--- src/hdl/kps_pkg.sv ---
`timescale 1ns / 1ps

package kps_pkg;

  // Fixed widths of the key matrix pins and the code table.
  localparam int unsigned ColW      = 4;
  localparam int unsigned DriveW    = 4;
  localparam int unsigned CodeW     = 8;
  localparam int unsigned TicksW    = 16;
  localparam int unsigned CfgIdxW   = 3;
  localparam int unsigned CfgDataW  = 32;
  localparam int unsigned TableRows = 4;
  localparam int unsigned HeldW     = 2;

  // Depth of the queue between the classifier and the scanner engine.
  localparam int unsigned QueueDepth = 2;

  // Configuration register indexes.
  localparam logic [CfgIdxW-1:0] RegDebounce = 3'd0;
  localparam logic [CfgIdxW-1:0] RegRow0     = 3'd1;
  localparam logic [CfgIdxW-1:0] RegRow1     = 3'd2;
  localparam logic [CfgIdxW-1:0] RegRow2     = 3'd3;
  localparam logic [CfgIdxW-1:0] RegRow3     = 3'd4;

  localparam logic [TicksW-1:0] DebounceReset = 16'd25;

  // One classified column sample.
  typedef struct packed {
    logic [ColW-1:0]  lows;     // pressed columns, masked to the real ones
    logic [HeldW-1:0] low_col;  // lowest pressed column
    logic             any_low;  // at least one column pressed
  } sample_t;

endpackage

--- src/hdl/kps_if.sv ---
`timescale 1ns / 1ps

interface kps_in_if;
  logic                      valid;
  logic                      ready;
  logic [kps_pkg::ColW-1:0]  column_levels;

  modport source (output valid, output column_levels, input ready);
  modport sink (input valid, input column_levels, output ready);
endinterface

interface kps_out_if;
  logic                        valid;
  logic                        ready;
  logic [kps_pkg::DriveW-1:0]  row_drive;
  logic                        key_valid;
  logic [kps_pkg::CodeW-1:0]   key_code;

  modport source (output valid, output row_drive, output key_valid, output key_code,
                  input ready);
  modport sink (input valid, input row_drive, input key_valid, input key_code,
                output ready);
endinterface

interface kps_cfg_if;
  logic                          valid;
  logic                          ready;
  logic [kps_pkg::CfgIdxW-1:0]   index;
  logic [kps_pkg::CfgDataW-1:0]  data;

  modport source (output valid, output index, output data, input ready);
  modport sink (input valid, input index, input data, output ready);
endinterface

--- src/hdl/kps_front.sv ---
`timescale 1ns / 1ps

module kps_front #(
  parameter int unsigned COLUMNS = 4
) (
  kps_in_if.sink            in_i,
  output logic              push_valid_o,
  input  logic              push_ready_i,
  output kps_pkg::sample_t  push_data_o
);

  localparam logic [kps_pkg::ColW-1:0] ColMask =
    (COLUMNS >= kps_pkg::ColW) ? '1 : kps_pkg::ColW'((1 << COLUMNS) - 1);

  logic [kps_pkg::ColW-1:0]  lows;
  logic [kps_pkg::HeldW-1:0] low_col;

  assign lows = ~in_i.column_levels & ColMask;

  // Lowest pressed column; column three also stands for no column at all.
  always_comb begin
    priority if (lows[0]) begin
      low_col = 2'd0;
    end else if (lows[1]) begin
      low_col = 2'd1;
    end else if (lows[2]) begin
      low_col = 2'd2;
    end else begin
      low_col = 2'd3;
    end
  end

  assign push_data_o  = '{lows: lows, low_col: low_col, any_low: |lows};
  assign push_valid_o = in_i.valid;
  assign in_i.ready   = push_ready_i;

endmodule

--- src/hdl/kps_queue.sv ---
`timescale 1ns / 1ps

module kps_queue (
  input  logic              clk_i,
  input  logic              rst_ni,
  input  logic              push_valid_i,
  output logic              push_ready_o,
  input  kps_pkg::sample_t  push_data_i,
  output logic              pop_valid_o,
  input  logic              pop_ready_i,
  output kps_pkg::sample_t  pop_data_o
);

  localparam int unsigned Depth = kps_pkg::QueueDepth;
  localparam int unsigned PtrW  = (Depth > 1) ? $clog2(Depth) : 1;
  localparam int unsigned CntW  = $clog2(Depth + 1);

  kps_pkg::sample_t entry_q [Depth];
  logic [PtrW-1:0]  wr_ptr_q, wr_ptr_d;
  logic [PtrW-1:0]  rd_ptr_q, rd_ptr_d;
  logic [CntW-1:0]  count_q, count_d;
  logic             push, pop;

  assign push_ready_o = (count_q != CntW'(Depth));
  assign pop_valid_o  = (count_q != '0);
  assign pop_data_o   = entry_q[rd_ptr_q];
  assign push         = push_valid_i && push_ready_o;
  assign pop          = pop_valid_o && pop_ready_i;

  always_comb begin
    wr_ptr_d = wr_ptr_q;
    rd_ptr_d = rd_ptr_q;
    count_d  = count_q;
    if (push) begin
      wr_ptr_d = (wr_ptr_q == PtrW'(Depth - 1)) ? '0 : wr_ptr_q + 1'b1;
    end
    if (pop) begin
      rd_ptr_d = (rd_ptr_q == PtrW'(Depth - 1)) ? '0 : rd_ptr_q + 1'b1;
    end
    if (push && !pop) begin
      count_d = count_q + 1'b1;
    end else if (pop && !push) begin
      count_d = count_q - 1'b1;
    end
  end

  always_ff @(posedge clk_i or negedge rst_ni) begin
    if (!rst_ni) begin
      wr_ptr_q <= '0;
      rd_ptr_q <= '0;
      count_q  <= '0;
    end else begin
      wr_ptr_q <= wr_ptr_d;
      rd_ptr_q <= rd_ptr_d;
      count_q  <= count_d;
    end
  end

  always_ff @(posedge clk_i) begin
    if (push) begin
      entry_q[wr_ptr_q] <= push_data_i;
    end
  end

endmodule

--- src/hdl/kps_back.sv ---
`timescale 1ns / 1ps

module kps_back #(
  parameter int unsigned ROWS = 4
) (
  input  logic              clk_i,
  input  logic              rst_ni,
  kps_cfg_if.sink           cfg_i,
  input  logic              pop_valid_i,
  output logic              pop_ready_o,
  input  kps_pkg::sample_t  pop_data_i,
  kps_out_if.source         key_o
);

  localparam int unsigned RowW = (ROWS > 1) ? $clog2(ROWS) : 1;

  localparam logic [1:0] PhScan     = 2'd0;
  localparam logic [1:0] PhDebounce = 2'd1;
  localparam logic [1:0] PhRelease  = 2'd2;

  logic [kps_pkg::TicksW-1:0]   debounce_q;
  logic [kps_pkg::CfgDataW-1:0] codes_q [kps_pkg::TableRows];

  logic [RowW-1:0]              row_q, row_d;
  logic [1:0]                   phase_q, phase_d;
  logic [kps_pkg::TicksW-1:0]   wait_q, wait_d;
  logic [kps_pkg::HeldW-1:0]    held_q, held_d;

  logic                         out_valid_q, out_valid_d;
  logic [kps_pkg::DriveW-1:0]   drive_q, drive_d;
  logic                         key_valid_q, key_valid_d;
  logic [kps_pkg::CodeW-1:0]    code_q, code_d;

  logic                         pop;
  logic                         held_low;
  logic [RowW-1:0]              row_next;
  logic [kps_pkg::CfgDataW-1:0] row_codes;

  assign cfg_i.ready = 1'b1;

  always_ff @(posedge clk_i or negedge rst_ni) begin
    if (!rst_ni) begin
      debounce_q <= kps_pkg::DebounceReset;
      for (int i = 0; i < int'(kps_pkg::TableRows); i++) begin
        codes_q[i] <= '0;
      end
    end else if (cfg_i.valid) begin
      unique case (cfg_i.index)
        kps_pkg::RegDebounce: debounce_q <= cfg_i.data[kps_pkg::TicksW-1:0];
        kps_pkg::RegRow0:     codes_q[0] <= cfg_i.data;
        kps_pkg::RegRow1:     codes_q[1] <= cfg_i.data;
        kps_pkg::RegRow2:     codes_q[2] <= cfg_i.data;
        kps_pkg::RegRow3:     codes_q[3] <= cfg_i.data;
        default: ;
      endcase
    end
  end

  // The engine takes a sample whenever the output register is free or drains.
  assign pop_ready_o = !out_valid_q || key_o.ready;
  assign pop         = pop_valid_i && pop_ready_o;
  assign held_low    = pop_data_i.lows[held_q];
  assign row_next    = (row_q == RowW'(ROWS - 1)) ? '0 : row_q + 1'b1;
  assign row_codes   = codes_q[2'(row_q)];

  always_comb begin
    row_d       = row_q;
    phase_d     = phase_q;
    wait_d      = wait_q;
    held_d      = held_q;
    out_valid_d = out_valid_q;
    drive_d     = drive_q;
    key_valid_d = key_valid_q;
    code_d      = code_q;
    if (pop) begin
      key_valid_d = 1'b0;
      code_d      = '0;
      unique case (phase_q)
        PhDebounce: begin
          if (wait_q != '0) begin
            wait_d = wait_q - 1'b1;
          end else if (held_low) begin
            phase_d = PhRelease;
          end else begin
            row_d   = row_next;
            phase_d = PhScan;
          end
        end
        PhRelease: begin
          if (!held_low) begin
            key_valid_d = 1'b1;
            // Rows past the table report code zero.
            if (4'(row_q) < 4'(kps_pkg::TableRows)) begin
              code_d = row_codes[8*held_q +: 8];
            end
            row_d   = row_next;
            phase_d = PhScan;
          end
        end
        default: begin
          phase_d = PhScan;
          if (!pop_data_i.any_low) begin
            row_d = row_next;
          end else begin
            held_d  = pop_data_i.low_col;
            wait_d  = debounce_q;
            phase_d = PhDebounce;
          end
        end
      endcase
      // Rows beyond the four pins leave every pin high.
      drive_d     = (4'(row_d) >= 4'd4) ? 4'hF : ~(4'b0001 << row_d);
      out_valid_d = 1'b1;
    end else if (key_o.ready) begin
      out_valid_d = 1'b0;
    end
  end

  always_ff @(posedge clk_i or negedge rst_ni) begin
    if (!rst_ni) begin
      row_q       <= '0;
      phase_q     <= PhScan;
      wait_q      <= '0;
      held_q      <= '0;
      out_valid_q <= 1'b0;
    end else begin
      row_q       <= row_d;
      phase_q     <= phase_d;
      wait_q      <= wait_d;
      held_q      <= held_d;
      out_valid_q <= out_valid_d;
    end
  end

  always_ff @(posedge clk_i) begin
    drive_q     <= drive_d;
    key_valid_q <= key_valid_d;
    code_q      <= code_d;
  end

  assign key_o.valid     = out_valid_q;
  assign key_o.row_drive = drive_q;
  assign key_o.key_valid = key_valid_q;
  assign key_o.key_code  = code_q;

endmodule

--- src/hdl/matrix_keypad_scanner_core.sv ---
`timescale 1ns / 1ps

// Key matrix scanner with debounce. Each item on column_i is one scan tick:
// the column pin levels sampled while the row pins are at the levels given by
// the previous result's row_drive (row 0 low after reset). Every item yields
// exactly one result on key_o with the row levels for the next tick, and with
// key_valid set and key_code taken from the code table on the tick on which a
// debounced key is released. The block takes one item per clock cycle while
// key_o takes its results. Each item passes through the queue into the
// engine, which updates its state once per item. A two-entry queue between
// the column classifier and the scanner engine, together with the result
// register, lets the input side keep accepting while a result waits to be
// taken. Configuration writes (debounce length, four rows of codes) are
// always accepted and must only be made while no item is in flight.

module matrix_keypad_scanner_core #(
  parameter int unsigned ROWS    = 4,
  parameter int unsigned COLUMNS = 4
) (
  input  logic       clk_i,
  input  logic       rst_ni,
  kps_in_if.sink     column_i,
  kps_cfg_if.sink    cfg_i,
  kps_out_if.source  key_o
);

  // Classified samples flow from the front into the queue, and from the
  // queue into the scanner engine.
  logic              push_valid;
  logic              push_ready;
  kps_pkg::sample_t  push_data;
  logic              pop_valid;
  logic              pop_ready;
  kps_pkg::sample_t  pop_data;

  // The front masks the columns and finds the lowest pressed one.
  kps_front #(
    .COLUMNS (COLUMNS)
  ) u_front (
    .in_i         (column_i),
    .push_valid_o (push_valid),
    .push_ready_i (push_ready),
    .push_data_o  (push_data)
  );

  kps_queue u_queue (
    .clk_i        (clk_i),
    .rst_ni       (rst_ni),
    .push_valid_i (push_valid),
    .push_ready_o (push_ready),
    .push_data_i  (push_data),
    .pop_valid_o  (pop_valid),
    .pop_ready_i  (pop_ready),
    .pop_data_o   (pop_data)
  );

  // The back runs the scan, debounce and release phases and holds the
  // configuration registers and the result register.
  kps_back #(
    .ROWS (ROWS)
  ) u_back (
    .clk_i       (clk_i),
    .rst_ni      (rst_ni),
    .cfg_i       (cfg_i),
    .pop_valid_i (pop_valid),
    .pop_ready_o (pop_ready),
    .pop_data_i  (pop_data),
    .key_o       (key_o)
  );

endmodule

--- src/flat_wrapper.sv ---
// flat-port wrapper written by rule: the top's interface ports become plain ports
module matrix_keypad_scanner_core_flat 
#(
  parameter int unsigned ROWS    = 4,
  parameter int unsigned COLUMNS = 4
)
  (clk_i, rst_ni, column_i_valid, column_i_column_levels, column_i_ready, cfg_i_valid, cfg_i_index, cfg_i_data, cfg_i_ready, key_o_valid, key_o_row_drive, key_o_key_valid, key_o_key_code, key_o_ready);
  kps_in_if column_i_i ();
  kps_cfg_if cfg_i_i ();
  kps_out_if key_o_i ();
  input  logic clk_i;
  input  logic rst_ni;
  input wire logic [$bits(column_i_i.valid)-1:0] column_i_valid;
  input wire logic [$bits(column_i_i.column_levels)-1:0] column_i_column_levels;
  output wire logic [$bits(column_i_i.ready)-1:0] column_i_ready;
  input wire logic [$bits(cfg_i_i.valid)-1:0] cfg_i_valid;
  input wire logic [$bits(cfg_i_i.index)-1:0] cfg_i_index;
  input wire logic [$bits(cfg_i_i.data)-1:0] cfg_i_data;
  output wire logic [$bits(cfg_i_i.ready)-1:0] cfg_i_ready;
  output wire logic [$bits(key_o_i.valid)-1:0] key_o_valid;
  output wire logic [$bits(key_o_i.row_drive)-1:0] key_o_row_drive;
  output wire logic [$bits(key_o_i.key_valid)-1:0] key_o_key_valid;
  output wire logic [$bits(key_o_i.key_code)-1:0] key_o_key_code;
  input wire logic [$bits(key_o_i.ready)-1:0] key_o_ready;
  assign column_i_i.valid = column_i_valid;
  assign column_i_i.column_levels = column_i_column_levels;
  assign column_i_ready = column_i_i.ready;
  assign cfg_i_i.valid = cfg_i_valid;
  assign cfg_i_i.index = cfg_i_index;
  assign cfg_i_i.data = cfg_i_data;
  assign cfg_i_ready = cfg_i_i.ready;
  assign key_o_valid = key_o_i.valid;
  assign key_o_row_drive = key_o_i.row_drive;
  assign key_o_key_valid = key_o_i.key_valid;
  assign key_o_key_code = key_o_i.key_code;
  assign key_o_i.ready = key_o_ready;
  matrix_keypad_scanner_core #(.ROWS(ROWS), .COLUMNS(COLUMNS)) u_core (.clk_i(clk_i), .rst_ni(rst_ni), .column_i(column_i_i), .cfg_i(cfg_i_i), .key_o(key_o_i));
endmodule
--- config.mk ---
export PLATFORM = sky130hd
export DESIGN_NAME = matrix_keypad_scanner_core_flat
export DESIGN_NICKNAME = d
export VERILOG_FILES = /design/src/hdl/kps_pkg.sv /design/src/hdl/kps_if.sv /design/src/hdl/kps_front.sv /design/src/hdl/kps_queue.sv /design/src/hdl/kps_back.sv /design/src/hdl/matrix_keypad_scanner_core.sv /design/src/flat_wrapper.sv
export SDC_FILE = /design/constraint.sdc
export NUM_CORES = 1
export LEC_CHECK = 0
export ABC_AREA = 1
export ABC_CLOCK_PERIOD_IN_PS = 4000
export BUFFER_PORTS_ARGS = -buffer_cell sky130_fd_sc_hd__buf_4
export CAP_MARGIN = 20
export CORE_UTILIZATION = 47
export CTS_BUF_LIST = sky130_fd_sc_hd__clkbuf_4 sky130_fd_sc_hd__clkbuf_8
export CTS_CLUSTER_DIAMETER = 100
export DETAILED_ROUTE_END_ITERATION = 16
export PLACE_DENSITY = 0.71
export RECOVER_POWER = 25
export SYNTH_ARGS = -nofsm -noshare
export SYNTH_HDL_FRONTEND = slang
export SYNTH_HIERARCHICAL = 1
export SYNTH_SLANG_ARGS = --single-unit
--- constraint.sdc ---
create_clock -name clk_i -period 4 [get_ports clk_i]
set_input_delay 0.6 -clock clk_i [delete_from_list [all_inputs] [get_ports clk_i]]
set_output_delay 0.6 -clock clk_i [all_outputs]
set_load 0.005 [all_outputs]
==> qor.txt <==
Post-Route M1 WL - 10.09 mm
Total Neg Setup Slack - 0 ps
Total track usage - 22.47%
PD cells - 661.4 mW/mm^2
WL final - 21.44 mm
Met2 WL - 9.703 mm
Drt wl/cell - 15.39 um
Full die area - 0.02020 mm^2
Yosys reg bits - 198
Highest metal used - met4
Top FF cell, synth - dfrtp_1
Final std cells w/o fill - 1393
CP peak stage delay - 960 ps
Fin worst setup slack - 1898 ps
CP Data Arrival Time - 2440 ps
# port buffers - 58
R2r setup slk - 1900 ps
Final period utilization - 52.55%
Post-CTS Setup Inserts - 0
Core area - 0.01896 mm^2
Final #Nets - 1170
HP Start - column_i_column_levels[3]
TritonCTS clock tree - yes
Initial Util - 48.69%
GPL Wtd Cong - 0.8419
Std-Cell Rows - 50
Layout cell share with drive strength beyond 1 - 12.18%
Crit path cell chain - buf_4, o21ai_0, o22ai_1, nand2_1, nand2_1, nor2_1, nor2_1
Yosys top cell area share - 45.55%
Maximum clock path buffer count - 2
Dpl cells - 1361
Cells after Synth - 1092
Worst endpoint required time - 4340 ps
Via density - 5.257
Async SR Flop Fraction - 86.36%
Most common cell after layout, fill and taps aside - nand2_1
Post-cts resize count - 0
Tightest Pin Transition - 2018 ps
Layout overhead on the synthesized area - 10.72%
Overall Power - 6.759 mW
RSZ-0062 raised after global routing - false
Sw frac - 40.30%
Pin count of the biggest net entering global routing - 79
Hold path cells - 2
Final setup vio count - 0
Hold Path End - u_core/u_queue/entry_q[1][6]$_DFFE_PP_
Leakage - 4.819 nW
First-pass GRT wire length - 35.10 mm
Reg2reg start - u_core/u_back/row_q[1]$_DFFE_PN0P_
Synth area leader - dfrtp_1
Netlist cell types - 36
Hold WC Path Type - input port to flop
H-tree Lvls - 4
# IOs - 60
Failing checks - capacitance limit, slew limit
Vias in the first global route - 6771
Crit path max fanout - 50
Peak Freq - 475.7 MHz
Post-route cell area - 0.01022 mm^2
Synth Net Count - 1142
Die extent in x - 142.1 um
Post-synthesis sequential area ratio - 55.19%
Ant diodes - 0
Synthesis Warnings - 6
Clock power frac - 20.5%
Reg-to-Reg End - u_core/u_back/key_o.key_code[2]$_SDFFCE_PP0P_
Via count - 7323
Slew HR - -34.52%
Slowest-stage cell, CP - dfrtp_2
Period minus WS final - 2102 ps
Final core occ - 53.91%
CTS Buf Count - 17
Total grt overflow - 0
Final hold slack - 393.8 ps
Root Buffer - clkbuf_8
Power Internal - 4.035 mW
Iteration-0 DRC Markers - 657
Total clock sinks - 198
Clk Latency, worst-skew pair - 470 ps
Die Y - 142.1 um
Worst setup EP type - flop
Cells on worst reg2reg path - 7
Reg clk slew, reported paths - 110 ps
Synth area leaders - dfrtp_1 (46%), o21ai_0 (12%), nand2_1 (11%)
Initial antenna violation count - 0
Hold-fix buffers, CTS - 0
Fin. Hold Viols - 0
Post-route DRC - 0
Critical path type - flop to flop
Final slew viol count - 78
Worst Clk Skew - 9.371 ps
Max rail drop VDD - 328.5 uV
DP HPWL - 13.73 mm
Logic pwr share - 35.6%
Pre-CTS WS - 1869 ps
Critical Path Start Type - flop
Syn_area_per_cell - 8.452 um^2
Commonest non-fill, non-tap cells in the layout - nand2_1 (278), o21ai_0 (229), dfrtp_1 (166), nor2_1 (116), inv_1 (67)
Post-route ant nets - 0
Metal3 WL - 1.215 mm
NetSw - 2.724 mW
Mapped Area - 0.009230 mm^2
Status - finished, violations left
# Max-Cap Violations - 1
Pre-antenna DRT Iters - 5
Seq pwr share - 43.9%
Dpl cell area - 0.009801 mm^2
Post-synth EDFFs - 27
-- cell usage after synthesis (all sizes together), types with 3 or more instances --
cell,n
nand2,287
o21ai,250
dfrtp,168
nor2,124
inv,74
clkbuf,41
edfxtp,27
nand3,26
buf,21
a21oi,18
o211ai,11
o22ai,11
mux2i,8
ha,6
xnor2,4
dfstp,3
nand4,3
-- state kept, by name (all words and copies together), names as in the netlist, 2 cells and up --
name	cells
u_core/u_back/debounce_q	16
u_core/u_back/held_q	2
u_core/u_back/codes_q	128
u_core/u_queue/entry_q	14
u_core/u_back/key_o.key_code	8
u_core/u_queue/count_q	2
u_core/u_back/phase_q	2
u_core/u_back/key_o.row_drive	4
u_core/u_back/row_q	2
u_core/u_back/wait_q	16
-- cell type report --
class | instances | area (um^2)
Fill cell | 1763 | 8736
Sequential cell | 198 | 5096
Multi-Input combinational cell | 758 | 3552
Timing Repair Buffer | 71 | 535.5
Tap cell | 260 | 325.3
Inverter | 74 | 277.8
Clock buffer | 18 | 247.7
Clock inverter | 14 | 185.2
-- kinds of logic (layout without fill, tap and decap cells) --
| family | after synthesis | in the layout | synth area share [%] |
|---|---|---|---|
| multiplexers | 8 | 8 | 0.8676 |
| buffers and inverters | 136 | 177 | 6.385 |
| AND/OR/NAND/NOR | 444 | 444 | 19.57 |
| flip-flops | 198 | 198 | 55.19 |
| other | 1 | 1 | 0.04063 |
| adder cells (fa/ha/maj) | 6 | 6 | 0.8133 |
| AO/OA/AOI/OAI | 293 | 293 | 16.48 |
| XOR/XNOR | 6 | 6 | 0.6507 |
-- layer usage --
metal | vias up | GRT usage (%)
li1 | 3621 | -
met1 | 3475 | 31.81
met2 | 202 | 35.04
met3 | 25 | 3.937
met4 | 0 | 7.470
met5 | - | 0
-- power groups by stage --
stage	Clock, mW	Combinational [mW]	Sequential (mW)
after floorplan	0	1.89	2.84
after global placement	0	2.35	2.99
after detailed placement	0	2.40	3.00
after CTS	1.42	2.41	2.96
after global routing	1.50	2.75	3.02
final	1.39	2.41	2.97
-- worst max-delay path, delay by kind of cell (launching register included) --
kind	cells	cell delay, ps
AO/OA/AOI/OAI	2	380
buffers and inverters	1	330
flip-flops	1	960
AND/OR/NAND/NOR	4	300
-- how the worst max path moves through the flow --
stage	from	endpoint
after floorplan	key_o_ready	u_core/u_back/held_q[0]$_DFFE_PN0P_
after global placement	key_o_ready	u_core/u_back/wait_q[13]$_DFFE_PN0P_
after detailed placement	key_o_ready	u_core/u_back/wait_q[9]$_DFFE_PN0P_
after CTS	u_core/u_back/row_q[0]$_DFFE_PN0P_	u_core/u_back/key_o.key_code[5]$_SDFFCE_PP0P_
after global routing	rst_ni	u_core/u_back/row_q[0]$_DFFE_PN0P_
final	u_core/u_back/row_q[1]$_DFFE_PN0P_	u_core/u_back/key_o.key_code[2]$_SDFFCE_PP0P_
Note: power is estimated with default switching activity, not from simulation.
